$ cat src/rtl/bcs_pkg.sv
`timescale 1ns / 1ps
package bcs_pkg;

   localparam int PIX_W    = 12;
   localparam int SUM_W    = 34;
   localparam int OUT_W    = 16;
   localparam int SCALED_W = 38;
   localparam int CH_W     = 2;
   localparam int CHANNELS = 4;
   localparam int DIM_REG_W  = 13;
   localparam int BITS_REG_W = 4;
   localparam int SHIFT_W  = 3;
   localparam int CSR_IDX_W  = 2;
   localparam int CSR_DATA_W = 13;
   localparam int QUEUE_DEPTH = 2;

   localparam logic [PIX_W-1:0]      PIX_ALL_ONES  = '1;
   localparam logic [DIM_REG_W-1:0]  WIDTH_RESET   = 13'd1920;
   localparam logic [DIM_REG_W-1:0]  HEIGHT_RESET  = 13'd1080;
   localparam logic [BITS_REG_W-1:0] BITS_RESET    = 4'd12;
   localparam logic [BITS_REG_W-1:0] BITS_LOW      = 4'd10;
   localparam logic [BITS_REG_W-1:0] BITS_HIGH     = 4'd12;
   localparam logic [4:0]            OUT_BITS      = 5'd16;

   typedef enum logic [CSR_IDX_W-1:0] {
      CSR_FRAME_WIDTH  = 2'd0,
      CSR_FRAME_HEIGHT = 2'd1,
      CSR_SAMPLE_BITS  = 2'd2
   } csr_index_type;

   typedef struct packed {
      logic [PIX_W-1:0] pixel;
      logic [CH_W-1:0]  channel;
      logic             frame_end;
   } entry_type;

endpackage

$ cat src/rtl/bcs_queue.sv
`timescale 1ns / 1ps
module bcs_queue #(
   parameter int WIDTH = 16,
   parameter int DEPTH = 2
) (
   input  logic             clock,
   input  logic             reset,
   input  logic             push,
   input  logic [WIDTH-1:0] push_data,
   output logic             full,
   input  logic             pop,
   output logic [WIDTH-1:0] pop_data,
   output logic             empty
);
   localparam int PTR_W = (DEPTH > 1) ? $clog2(DEPTH) : 1;
   localparam int CNT_W = $clog2(DEPTH + 1);
   localparam logic [PTR_W-1:0] PTR_LAST = PTR_W'(DEPTH - 1);
   localparam logic [CNT_W-1:0] CNT_FULL = CNT_W'(DEPTH);

   logic [WIDTH-1:0] store_ff [DEPTH];
   logic [PTR_W-1:0] wr_ptr_ff, wr_ptr_in;
   logic [PTR_W-1:0] rd_ptr_ff, rd_ptr_in;
   logic [CNT_W-1:0] count_ff, count_in;
   logic             do_push, do_pop;

   assign full     = (count_ff == CNT_FULL);
   assign empty    = (count_ff == '0);
   assign pop_data = store_ff[rd_ptr_ff];
   assign do_push  = push && !full;
   assign do_pop   = pop && !empty;

   always_comb begin
      wr_ptr_in = wr_ptr_ff;
      rd_ptr_in = rd_ptr_ff;
      count_in  = count_ff;
      if (do_push) begin
         wr_ptr_in = (wr_ptr_ff == PTR_LAST) ? '0 : wr_ptr_ff + 1'b1;
      end
      if (do_pop) begin
         rd_ptr_in = (rd_ptr_ff == PTR_LAST) ? '0 : rd_ptr_ff + 1'b1;
      end
      if (do_push && !do_pop) begin
         count_in = count_ff + 1'b1;
      end else if (do_pop && !do_push) begin
         count_in = count_ff - 1'b1;
      end
   end

   always_ff @(posedge clock) begin
      if (reset) begin
         wr_ptr_ff <= '0;
         rd_ptr_ff <= '0;
         count_ff  <= '0;
      end else begin
         wr_ptr_ff <= wr_ptr_in;
         rd_ptr_ff <= rd_ptr_in;
         count_ff  <= count_in;
      end
   end

   always_ff @(posedge clock) begin
      if (do_push) begin
         store_ff[wr_ptr_ff] <= push_data;
      end
   end

   assert property (@(posedge clock) disable iff (reset) count_ff <= CNT_FULL)
      else $error("queue count beyond depth");
   assert property (@(posedge clock) disable iff (reset)
      (do_push && !do_pop) |=> !empty)
      else $error("queue lost an item");
endmodule

$ cat src/rtl/bcs_front.sv
`timescale 1ns / 1ps
module bcs_front #(
   parameter int MAX_DIM = 4096
) (
   input  logic                               clock,
   input  logic                               reset,
   input  logic                               push,
   input  logic [bcs_pkg::PIX_W-1:0]          pixel,
   output logic                               full,
   input  logic                               csr_valid,
   output logic                               csr_ready,
   input  logic [bcs_pkg::CSR_IDX_W-1:0]      csr_index,
   input  logic [bcs_pkg::CSR_DATA_W-1:0]     csr_data,
   input  logic                               q_full,
   output logic                               q_push,
   output bcs_pkg::entry_type                 q_data,
   output logic [bcs_pkg::SHIFT_W-1:0]        shift
);
   import bcs_pkg::*;

   localparam int DIM_W = ($clog2(MAX_DIM + 1) > DIM_REG_W) ? $clog2(MAX_DIM + 1) : DIM_REG_W;
   localparam int CNT_W = $clog2(MAX_DIM);
   localparam logic [DIM_W-1:0] DIM_CAP = DIM_W'(MAX_DIM) & ~DIM_W'(1);
   localparam logic [DIM_W-1:0] DIM_MIN = DIM_W'(2);

   logic [DIM_REG_W-1:0]  width_ff, height_ff;
   logic [BITS_REG_W-1:0] bits_ff;
   logic [CNT_W-1:0]      col_ff, col_in;
   logic [CNT_W-1:0]      row_ff, row_in;
   logic [DIM_W-1:0]      width_eff, height_eff, col_next, row_next;
   logic [BITS_REG_W-1:0] bits_eff;
   logic [PIX_W-1:0]      top, pix_clamped;
   logic                  accept, row_wrap, frame_wrap;

   function automatic logic [DIM_W-1:0] eff_dim(input logic [DIM_REG_W-1:0] reg_value);
      logic [DIM_W-1:0] d;
      d = DIM_W'({reg_value[DIM_REG_W-1:1], 1'b0});
      if (d < DIM_MIN) begin
         d = DIM_MIN;
      end else if (d > DIM_CAP) begin
         d = DIM_CAP;
      end
      return d;
   endfunction

   assign csr_ready  = 1'b1;
   assign full       = q_full;
   assign accept     = push && !q_full;
   assign width_eff  = eff_dim(width_ff);
   assign height_eff = eff_dim(height_ff);

   always_comb begin
      if (bits_ff inside {[BITS_LOW:BITS_HIGH]}) begin
         bits_eff = bits_ff;
      end else if (bits_ff < BITS_LOW) begin
         bits_eff = BITS_LOW;
      end else begin
         bits_eff = BITS_HIGH;
      end
   end

   // top of range for the depth, then clamp
   assign top         = PIX_ALL_ONES >> (BITS_HIGH - bits_eff);
   assign pix_clamped = (pixel > top) ? top : pixel;
   assign shift       = SHIFT_W'(OUT_BITS - 5'(bits_eff));

   assign col_next   = DIM_W'(col_ff) + 1'b1;
   assign row_next   = DIM_W'(row_ff) + 1'b1;
   assign row_wrap   = (col_next >= width_eff);
   assign frame_wrap = row_wrap && (row_next >= height_eff);

   always_comb begin
      col_in = col_ff;
      row_in = row_ff;
      if (accept) begin
         if (!row_wrap) begin
            col_in = col_next[CNT_W-1:0];
         end else begin
            col_in = '0;
            row_in = frame_wrap ? '0 : row_next[CNT_W-1:0];
         end
      end
   end

   assign q_push           = accept;
   assign q_data.pixel     = pix_clamped;
   assign q_data.channel   = {row_ff[0], col_ff[0]};
   assign q_data.frame_end = frame_wrap;

   always_ff @(posedge clock) begin
      if (reset) begin
         col_ff    <= '0;
         row_ff    <= '0;
         width_ff  <= WIDTH_RESET;
         height_ff <= HEIGHT_RESET;
         bits_ff   <= BITS_RESET;
      end else begin
         col_ff <= col_in;
         row_ff <= row_in;
         if (csr_valid && csr_ready) begin
            case (csr_index)
               CSR_FRAME_WIDTH:  width_ff  <= csr_data[DIM_REG_W-1:0];
               CSR_FRAME_HEIGHT: height_ff <= csr_data[DIM_REG_W-1:0];
               CSR_SAMPLE_BITS:  bits_ff   <= csr_data[BITS_REG_W-1:0];
               default: ;
            endcase
         end
      end
   end

   assert property (@(posedge clock) disable iff (reset)
      (q_push && q_data.frame_end) |=> (col_ff == '0 && row_ff == '0))
      else $error("counters not cleared at frame end");
   assert property (@(posedge clock) disable iff (reset)
      (csr_valid && csr_index == CSR_FRAME_WIDTH) |=>
      (width_ff == $past(csr_data[DIM_REG_W-1:0])))
      else $error("frame width write lost");
endmodule

$ cat src/rtl/bcs_back.sv
`timescale 1ns / 1ps
module bcs_back (
   input  logic                             clock,
   input  logic                             reset,
   input  logic                             q_empty,
   input  bcs_pkg::entry_type               q_data,
   output logic                             q_pop,
   input  logic [bcs_pkg::SHIFT_W-1:0]      shift,
   output logic [bcs_pkg::CH_W-1:0]         rsp_channel,
   output logic [bcs_pkg::OUT_W-1:0]        rsp_min_value,
   output logic [bcs_pkg::OUT_W-1:0]        rsp_max_value,
   output logic [bcs_pkg::SCALED_W-1:0]     rsp_scaled_sum,
   output logic                             rsp_last,
   output logic                             empty,
   input  logic                             pop
);
   import bcs_pkg::*;

   logic [PIX_W-1:0] min_ff  [CHANNELS];
   logic [PIX_W-1:0] max_ff  [CHANNELS];
   logic [SUM_W-1:0] sum_ff  [CHANNELS];
   logic [PIX_W-1:0] bank_min_ff [CHANNELS];
   logic [PIX_W-1:0] bank_max_ff [CHANNELS];
   logic [SUM_W-1:0] bank_sum_ff [CHANNELS];
   logic [CH_W-1:0]  bank_idx_ff;
   logic             bank_valid_ff;

   logic [PIX_W-1:0] upd_min, upd_max;
   logic [SUM_W-1:0] upd_sum;
   logic             bank_load, bank_pop;

   // a frame-end item waits until the previous frame's last result is leaving
   assign q_pop     = !q_empty &&
                      (!q_data.frame_end || !bank_valid_ff || (bank_pop && rsp_last));
   assign bank_load = q_pop && q_data.frame_end;
   assign bank_pop  = pop && bank_valid_ff;

   assign upd_min = (q_data.pixel < min_ff[q_data.channel]) ? q_data.pixel
                                                            : min_ff[q_data.channel];
   assign upd_max = (q_data.pixel > max_ff[q_data.channel]) ? q_data.pixel
                                                            : max_ff[q_data.channel];
   assign upd_sum = sum_ff[q_data.channel] + SUM_W'(q_data.pixel);

   always_ff @(posedge clock) begin
      if (reset) begin
         for (int c = 0; c < CHANNELS; c++) begin
            min_ff[c] <= PIX_ALL_ONES;
            max_ff[c] <= '0;
            sum_ff[c] <= '0;
         end
      end else if (bank_load) begin
         for (int c = 0; c < CHANNELS; c++) begin
            min_ff[c] <= PIX_ALL_ONES;
            max_ff[c] <= '0;
            sum_ff[c] <= '0;
         end
      end else if (q_pop) begin
         min_ff[q_data.channel] <= upd_min;
         max_ff[q_data.channel] <= upd_max;
         sum_ff[q_data.channel] <= upd_sum;
      end
   end

   // snapshot with the final item folded in
   always_ff @(posedge clock) begin
      if (bank_load) begin
         for (int c = 0; c < CHANNELS; c++) begin
            if (CH_W'(c) == q_data.channel) begin
               bank_min_ff[c] <= upd_min;
               bank_max_ff[c] <= upd_max;
               bank_sum_ff[c] <= upd_sum;
            end else begin
               bank_min_ff[c] <= min_ff[c];
               bank_max_ff[c] <= max_ff[c];
               bank_sum_ff[c] <= sum_ff[c];
            end
         end
      end
   end

   always_ff @(posedge clock) begin
      if (reset) begin
         bank_valid_ff <= 1'b0;
         bank_idx_ff   <= '0;
      end else if (bank_load) begin
         bank_valid_ff <= 1'b1;
         bank_idx_ff   <= '0;
      end else if (bank_pop) begin
         bank_idx_ff <= bank_idx_ff + 1'b1;
         if (bank_idx_ff == CH_W'(CHANNELS - 1)) begin
            bank_valid_ff <= 1'b0;
         end
      end
   end

   assign empty          = !bank_valid_ff;
   assign rsp_channel    = bank_idx_ff;
   assign rsp_last       = (bank_idx_ff == CH_W'(CHANNELS - 1));
   assign rsp_min_value  = OUT_W'(bank_min_ff[bank_idx_ff]) << shift;
   assign rsp_max_value  = OUT_W'(bank_max_ff[bank_idx_ff]) << shift;
   assign rsp_scaled_sum = SCALED_W'(bank_sum_ff[bank_idx_ff]) << shift;

   assert property (@(posedge clock) disable iff (reset)
      bank_load |=> (bank_valid_ff && bank_idx_ff == '0))
      else $error("result bank not opened at channel zero");
   assert property (@(posedge clock) disable iff (reset)
      (bank_pop && rsp_last && !bank_load) |=> !bank_valid_ff)
      else $error("result bank still open after last item");
endmodule

$ cat src/rtl/bayer_channel_statistics.sv
`timescale 1ns / 1ps
// Channel   Handshake              Payload
// input     push / full            req_pixel
// result    empty / pop            rsp_channel, rsp_min_value, rsp_max_value,
//                                  rsp_scaled_sum, rsp_last
// config    csr_valid / csr_ready  csr_index, csr_data
//
// One pixel is taken every cycle unless full; the front classifies it and the
// back folds it into per-channel statistics as it leaves the two-entry queue.
// At frame end four results follow, one per cycle with pop high, from a snapshot
// bank. Reset is synchronous and restores registers, counters and statistics.
// Only a frame-end pixel can stall the back, while the previous frame's four
// results are still unread; pixels keep flowing into the queue until it fills.
module bayer_channel_statistics #(
   parameter int MAX_DIM = 4096
) (
   input  logic                               clock,
   input  logic                               reset,
   input  logic                               push,
   input  logic [bcs_pkg::PIX_W-1:0]          req_pixel,
   output logic                               full,
   output logic [bcs_pkg::CH_W-1:0]           rsp_channel,
   output logic [bcs_pkg::OUT_W-1:0]          rsp_min_value,
   output logic [bcs_pkg::OUT_W-1:0]          rsp_max_value,
   output logic [bcs_pkg::SCALED_W-1:0]       rsp_scaled_sum,
   output logic                               rsp_last,
   output logic                               empty,
   input  logic                               pop,
   input  logic                               csr_valid,
   output logic                               csr_ready,
   input  logic [bcs_pkg::CSR_IDX_W-1:0]      csr_index,
   input  logic [bcs_pkg::CSR_DATA_W-1:0]     csr_data
);
   import bcs_pkg::*;

   localparam int ENTRY_W = $bits(entry_type);

   entry_type             push_entry, pop_entry;
   logic [ENTRY_W-1:0]    pop_bits;
   logic                  q_push, q_pop, q_full, q_empty;
   logic [SHIFT_W-1:0]    shift;

   bcs_front #(
      .MAX_DIM (MAX_DIM)
   ) u_front (
      .clock     (clock),
      .reset     (reset),
      .push      (push),
      .pixel     (req_pixel),
      .full      (full),
      .csr_valid (csr_valid),
      .csr_ready (csr_ready),
      .csr_index (csr_index),
      .csr_data  (csr_data),
      .q_full    (q_full),
      .q_push    (q_push),
      .q_data    (push_entry),
      .shift     (shift)
   );

   bcs_queue #(
      .WIDTH (ENTRY_W),
      .DEPTH (QUEUE_DEPTH)
   ) u_queue (
      .clock     (clock),
      .reset     (reset),
      .push      (q_push),
      .push_data (push_entry),
      .full      (q_full),
      .pop       (q_pop),
      .pop_data  (pop_bits),
      .empty     (q_empty)
   );

   assign pop_entry = entry_type'(pop_bits);

   bcs_back u_back (
      .clock          (clock),
      .reset          (reset),
      .q_empty        (q_empty),
      .q_data         (pop_entry),
      .q_pop          (q_pop),
      .shift          (shift),
      .rsp_channel    (rsp_channel),
      .rsp_min_value  (rsp_min_value),
      .rsp_max_value  (rsp_max_value),
      .rsp_scaled_sum (rsp_scaled_sum),
      .rsp_last       (rsp_last),
      .empty          (empty),
      .pop            (pop)
   );
endmodule

$ cat config.mk
export PLATFORM = sky130hd
export DESIGN_NAME = bayer_channel_statistics
export DESIGN_NICKNAME = d
export VERILOG_FILES = /design/src/rtl/bcs_pkg.sv /design/src/rtl/bcs_queue.sv /design/src/rtl/bcs_front.sv /design/src/rtl/bcs_back.sv /design/src/rtl/bayer_channel_statistics.sv
export SDC_FILE = /design/constraint.sdc
export NUM_CORES = 1
export LEC_CHECK = 0
export BUFFER_PORTS_ARGS = -buffer_cell sky130_fd_sc_hd__buf_2
export CORE_ASPECT_RATIO = 1.4
export CORE_MARGIN = 2
export CORE_UTILIZATION = 30
export CTS_BUF_LIST = sky130_fd_sc_hd__clkbuf_4
export CTS_CLUSTER_SIZE = 10
export DETAILED_ROUTE_END_ITERATION = 7
export SETUP_SLACK_MARGIN = 0.2
export SLEW_MARGIN = 10
export SYNTH_ARGS = -nofsm -noshare
export SYNTH_HDL_FRONTEND = slang
export SYNTH_SLANG_ARGS = --single-unit
export TNS_END_PERCENT = 10
$ cat constraint.sdc
create_clock -name clock -period 6.9 [get_ports clock]
set_clock_uncertainty 0.05 [all_clocks]
set_input_delay 0 -clock clock [delete_from_list [all_inputs] [get_ports clock]]
set_output_delay 0 -clock clock [all_outputs]
set_load 0.02 [all_outputs]
==> results.json, run 1 <==
{
  "num-nets-final": 3017,
  "drtAntennaViolNets": 0,
  "power_frac_clock_pct": 19.4,
  "drc": 0,
  "clock-sinks": 556,
  "path_class": "flip-flop to flip-flop",
  "rsz0062_at_grt": "false",
  "grt_pass1_wl_um": 139000,
  "slew_violations": 0,
  "crit_slowest_cell": "a211oi_1",
  "final-hold-violation-count": 0,
  "seqPwrFrac_pct": 37.0,
  "reg2reg_slack_ps": 1210,
  "dp_hpwl_um": 57050,
  "timing.critical_path.from_type": "flip-flop",
  "critPathArrivalTime_ps": 6330,
  "gp_congestion": 0.8661,
  "cp.required_ps": 7540,
  "setup_viol": 0,
  "std_cell_rows": 136,
  "status": "complete, no violations",
  "internal_power_uw": 8766,
  "slew_headroom_pct": 22.63,
  "tns_ps": 0,
  "power_switching_uw": 6113,
  "die-area_um2": 101100,
  "fmax_mhz": 175.8,
  "tightest_slew_ps": 1159,
  "grt_max_degree": 95,
  "die_w_um": 269.4,
  "comb_power_share_pct": 43.7,
  "synth-async-reset-ratio_pct": 0,
  "hold_path_end": "u_front.bits_ff[3]",
  "synth-edff-count": 494,
  "num-fill-cells": 9842,
  "fin_crit_sh_pct": 82.43,
  "min_path_cells": 4,
  "vias": 22980,
  "p_leak_uw": 0.01230,
  "cts_tree": "yes",
  "grt_antenna_before_repair": 7,
  "seq_area_frac_synth_pct": 54.36,
  "rr_worst_depth": 11,
  "initial_core_util_pct": 30.17,
  "track_usage_pct": 18.09,
  "vdd_drop_max_uv": 256.0,
  "io_pins": 108,
  "postCtsSetupBuffers": 0,
  "grt_pass1_vias": 22800,
  "slowest_delay_ps": 960,
  "cts.path.max_buffers": 3,
  "end_kind": "flip-flop",
  "ys_ff_latch": 556,
  "io_buffers": 106,
  "switching_share_pct": 41.09,
  "clock_latency_ps": 1060,
  "drive_gt1_share_pct": 18.99,
  "area_growth_pct": 15.37,
  "crit_fanout": 29,
  "path_clk_slew_ps": 70,
  "syn_inst": 2701,
  "r2r-end": "u_back.bank_max_ff[2][4]",
  "yosysWarnings": 0,
  "cts-htree-levels": 4,
  "hold_path_class": "primary input to flip-flop",
  "firstDrtPassIters": 7,
  "post_drt_wl_per_cell_um": 21.41,
  "dr.first_iter.drc_count": 2080,
  "min_period_ps": 5688,
  "chipHeight_um": 375.5,
  "drv_cap": 0,
  "clockRootBuffer": "clkbuf_4",
  "cp.buffers_inverters": 3,
  "synth_top_flop_cell": "edfxtp_1",
  "vias_per_cell": 5.315,
  "cp_top_family": "compound AO/OA/AOI/OAI gates",
  "powerDensity_nw_per_um2": 436.1,
  "crit_chain": "buf_4, mux2_4, buf_4, mux4_2, inv_1, ha_1, a21o_1, a21oi_1, nand3_1, a211oi_1, a21oi_1",
  "synth_area_um2": 29570,
  "overflow": 0,
  "yosysUniqueCellTypes": 79,
  "min-delay-start": "csr_valid",
  "syn_area_per_cell_um2": 10.95,
  "fp.coreArea_um2": 98010,
  "cts_buffers": 146,
  "hold_slack_ps": 181.4,
  "wl_um": 92550
}
-- synth_stat cells, drive strengths merged (3+ instances only) --
master	instances	area, um^2
a22oi	47	352.8
o32ai	6	52.55
a22o	9	78.83
o21ai	103	515.5
nand3b	13	97.59
o211ai	5	42.54
o2111ai	3	26.28
a32o	3	30.03
a31oi	51	319.1
mux4	112	2522
clkbuf	138	518.0
mux2	23	259.0
mux2i	49	524.3
nand2	394	1479
nand2b	8	57.55
o31ai	12	100.1
buf	39	207.7
nor3b	6	45.04
a21o	20	150.1
xnor2	29	254.0
edfxtp	494	14830
and2	21	131.4
inv	72	270.3
o22ai	14	87.58
o21a	13	97.59
o21bai	3	22.52
ha	76	950.9
and3	15	93.84
nand3	40	200.2
and4	13	113.9
a21oi	221	1106
or2	12	75.08
nor2b	11	68.82
or3	14	87.58
nor2	417	1565
nor3	30	155.1
xor2	14	122.6
or4	6	45.04
dfxtp	62	1241
nor4	9	56.30
nand4	26	181.4
a211oi	17	162.6
a211o	5	43.79
-- registers in the layout, summed over array words and instances, names as in the netlist, named ones only --
name	count
u_back.bank_sum_ff	136
u_front.height_ff	12
u_front.col_ff	12
u_front.row_ff	12
u_queue.rd_ptr_ff	1
u_queue.store_ff	30
u_back.sum_ff	136
u_back.rsp_channel	2
u_queue.count_ff	2
u_back.max_ff	48
u_back.bank_valid_ff	1
u_back.bank_max_ff	48
u_back.min_ff	48
u_queue.wr_ptr_ff	1
u_back.bank_min_ff	48
u_front.width_ff	12
u_front.bits_ff	4
-- per-stage QoR --
stage                     setup WS, ps  power [uW]  utilization (%)  instance area, um^2  std cells
final                             1212       14880            34.81                34120       4323
after global routing             675.5       15780            34.81                34120       4322
after CTS                         1185       14930            34.79                34100       4318
after detailed placement          1287       11990            32.11                31470       3988
after global placement            1328       11880            32.11                31470       3988
after floorplan                  838.2        9942                -                29590       2706
-- worst max-delay path by stage --
stage | to | cells after the start | from | slack, ps
after CTS | u_back.bank_max_ff[2][0] | 11 | flip-flop | 1180
after floorplan | u_back.max_ff[0][0] | 7 | u_back.rsp_channel[0] | 840
after global routing | u_back.bank_max_ff[3][1] | 11 | flip-flop | 680
final | u_back.bank_max_ff[2][4] | 11 | flip-flop | 1210
after global placement | u_back.bank_max_ff[2][0] | 11 | flip-flop | 1330
after detailed placement | u_back.bank_max_ff[2][0] | 11 | flip-flop | 1290
-- timing repair --
item,CTS,global route
hold buffers,83,0
endpoints found under the setup margin,0,0
gates resized for setup,0,0
endpoints found under the hold margin,116,0
-- power groups by stage --
stage | logic, uW | clock network (uW) | registers [uW]
2_1_floorplan | 4460 | 0 | 5490
3_3_place_gp | 6340 | 0 | 5540
3_5_place_dp | 6420 | 0 | 5570
4_1_cts | 6480 | 2950 | 5500
5_1_grt | 7100 | 3110 | 5570
6_report | 6500 | 2880 | 5500
-- placed cells by master, fill, tap and decap left out, types with 14 or more instances in the layout --
master           n
a21o_1          20
a21oi_1        221
a22oi_1         47
a31oi_1         51
and2_1          19
and3_1          15
buf_2          106
buf_4           42
clkbuf_4       214
clkinv_1        20
dfxtp_1         60
dlygate4sd3_1   83
edfxtp_1       494
ha_1            75
inv_1           70
mux2_2          21
mux2i_1         40
mux4_2         112
nand2_1        387
nand3_1         38
nand4_1         23
nor2_1         413
nor3_1          28
o21ai_0         97
o22ai_1         14
xnor2_1         29
xor2_1          14
-- layer usage --
metal / wire (um) / vias up / track usage (%)
li1: - / 10450 / -
met1: 36810 / 11270 / 22.21
met2: 44910 / 1030 / 30.41
met3: 7234 / 220 / 3.679
met4: 3577 / 4 / 8.658
met5: 14 / - / 0
-- final cells by class --
| cell class | count | area, um^2 | share of cell area, % |
|---|---|---|---|
| clock inverter | 33 | 193.9 | 0.5684 |
| antenna | 5 | 12.51 | 0.03667 |
| timing repair buffer | 231 | 1677 | 4.914 |
| multi-input combinational | 1899 | 12620 | 36.99 |
| clock buffer | 214 | 1607 | 4.709 |
| sequential | 556 | 16080 | 47.14 |
| tap | 1311 | 1640 | 4.808 |
| inverter | 74 | 285.3 | 0.8361 |
-- cell families after synthesis --
group	after synthesis	share of synthesized area, %
muxes	184	11.18
other	2	0.02540
xor gates and xnor gates	43	1.274
AOI/OAI and AO/OA	549	11.31
and+or+nand+nor	1039	15.18
buffers and inverters	251	3.393
DFF	556	54.36
adders and majority gates	77	3.283
-- worst min-delay path, cell delays in order --
cell and delay, ps:
dlygate4sd3_1 530, buf_2 160, nand3b_1 310, a211o_1 180
No activity file was read; power rests on OpenSTA's default activity.
==> inputs of run 2 (changes only) <==
- clock period: 6.9 -> 5.34 ns (I/O delays scaled with it)
==> run 2 against run 1 <==
Clock power is 31% higher; cell area up 0.82%; global-route usage rose by 0.16 points; setup slack got worse by 920 ps; combinational power is 32% higher; sequential share of layout area decreased by 0.38 points; clock-buffer cell count shrank 1; register-to-register slack worse by 920 ps; largest power group unchanged; die area stayed put; sequential power rose by 30%.
==> results.json, run 2 (synthesis results as in run 1) <==
{
  "status": "complete, no violations",
  "cts_buffers": 144,
  "rr_worst_depth": 15,
  "cts_tree": "yes",
  "tightest_slew_ps": 1132,
  "r2r-end": "u_queue.store_ff[0][6]",
  "grt_pass1_vias": 23340,
  "dp_hpwl_um": 60820,
  "min-delay-start": "csr_valid",
  "cts.path.max_buffers": 3,
  "cp.buffers_inverters": 5,
  "overflow": 0,
  "clock_latency_ps": 1030,
  "grt_antenna_before_repair": 6,
  "crit_fanout": 44,
  "cp_common_cell": "dlygate4sd3_1",
  "r2r-start": "u_front.bits_ff[3]",
  "clockRootBuffer": "clkbuf_4",
  "path_clk_slew_ps": 70,
  "crit_slowest_cell": "ha_4",
  "timing.critical_path.from_type": "flip-flop",
  "vias": 23050,
  "drive_gt1_share_pct": 19.84,
  "min_path_cells": 4,
  "dr.first_iter.drc_count": 1984,
  "postCtsSetupBuffers": 0,
  "drc": 0,
  "firstDrtPassIters": 8,
  "reg_top3": "u_back.bank_sum_ff (136), u_back.sum_ff (136)",
  "chipHeight_um": 375.5,
  "vdd_drop_max_uv": 231.0,
  "io_buffers": 106,
  "cp.depth": 15,
  "cp.required_ps": 6050,
  "hold_path_class": "primary input to flip-flop",
  "setup_viol": 0,
  "slowest_delay_ps": 670,
  "track_usage_pct": 18.26,
  "stdcell_area_um2": 34400,
  "drv_cap": 0,
  "gp_congestion": 0.8719,
  "num-nets-final": 3048,
  "clock-sinks": 556,
  "final-hold-violation-count": 0,
  "fin_crit_sh_pct": 94.47,
  "hold_path_end": "u_front.bits_ff[3]",
  "p_leak_uw": 0.01247,
  "placed_area_um2": 31730,
  "cp_top_family": "buffers and inverters",
  "die_w_um": 269.4,
  "rsz0062_at_grt": "true",
  "slew_headroom_pct": 23.74,
  "critPathArrivalTime_ps": 5760,
  "path_class": "flip-flop to flip-flop",
  "wl_um": 93000,
  "crit_chain": "nand2_1, inv_2, ha_4, nor2_1, ha_1, a21o_1, a21oi_1, nor2_1, a211oi_1, dlygate4sd3_1, a21oi_1, dlygate4sd3_1, buf_4, or2_2, dlygate4sd3_1",
  "min_period_ps": 5045,
  "num-fill-cells": 9880,
  "end_kind": "flip-flop",
  "tns_ps": 0,
  "reg2reg_slack_ps": 300,
  "cts-htree-levels": 4,
  "place_inst": 4023,
  "powerDensity_nw_per_um2": 566.5,
  "initial_core_util_pct": 30.17,
  "grt_max_degree": 74,
  "slew_violations": 0,
  "layout_commonest_cell": "edfxtp_1",
  "std_cell_rows": 136,
  "grt_pass1_wl_um": 140500,
  "fmax_mhz": 198.2,
  "fin_cells": 4359,
  "io_pins": 108,
  "hold_slack_ps": 126.7,
  "vias_per_cell": 5.288,
  "die-area_um2": 101100,
  "post_drt_wl_per_cell_um": 21.33,
  "drtAntennaViolNets": 0,
  "area_growth_pct": 16.31,
  "layout_common_cells": "edfxtp_1, nor2_1, nand2_1",
  "fp.coreArea_um2": 98010
}
-- run 2: cell types whose count changed in the layout (fill, tap and decap cells not counted), moves of 3 or more --
cell	delta
buf_4	+34
nor2_2	-3
clkinv_2	-3
diode_2	+3
clkinv_1	+3
-- run 2: what timing repair did --
item,in CTS,in global routing
setup endpoints to repair,1,21
gates resized for setup,1,1
hold buffers,81,0
hold endpoints to repair,117,0
-- run 2: tightest hold or removal path: cells and delay by family --
family | cells | cell delay [ps]
and+or+nand+nor | 1 | 270
AOI/OAI and AO/OA | 1 | 170
buffers and inverters | 2 | 670
-- run 2: metrics by stage --
step                setup WS [ps]  utilization (%)  power [uW]
finish                      295.4            35.09       19490
detailed placement          269.7            32.38       15690
CTS                         254.2            35.06       19540
floorplan                   327.4                -       12810
global route                47.40            35.09       20700
global placement            273.3            32.38       15560
-- run 2: how the worst max path moves through the flow --
| stage | startpoint | to | slack, ps |
|---|---|---|---|
| 3_5_place_dp | flip-flop | u_back.bank_sum_ff[3][29] | 270 |
| 4_1_cts | flip-flop | u_back.bank_sum_ff[0][27] | 250 |
| 2_1_floorplan | u_queue.store_ff[0][2] | u_back.bank_sum_ff[2][27] | 330 |
| 5_1_grt | flip-flop | u_back.bank_sum_ff[1][21] | 50 |
| 3_3_place_gp | flip-flop | u_back.bank_sum_ff[1][29] | 270 |
| 6_report | u_front.bits_ff[3] | u_queue.store_ff[0][6] | 300 |
-- run 2: report_power, final --
part | total, uW | internal [uW] | switching (uW)
combinational | 8570 | 2840 | 5730
clock | 3780 | 1960 | 1820
sequential | 7140 | 6710 | 431
-- run 2: metal layers --
layer / track usage (%) / routed length [um]
met2: 31.56 / 46350
met1: 21.60 / 36130
met4: 8.354 / 3491
met5: 0 / 0
met3: 4.056 / 7023
-- run 2: area by class of cell --
class                   instances  area [um^2]  share of cell area [%]
flip-flops and latches        556        16080                   46.76
multi-input cells            1899        12620                   36.69
repair buffers                264         1932                   5.616
well taps                    1311         1640                   4.769
clock buffers                 213         1599                   4.649
inverters                      74        285.3                  0.8294
clock inverters                34        217.7                  0.6329
diodes                          8        20.02                 0.05820
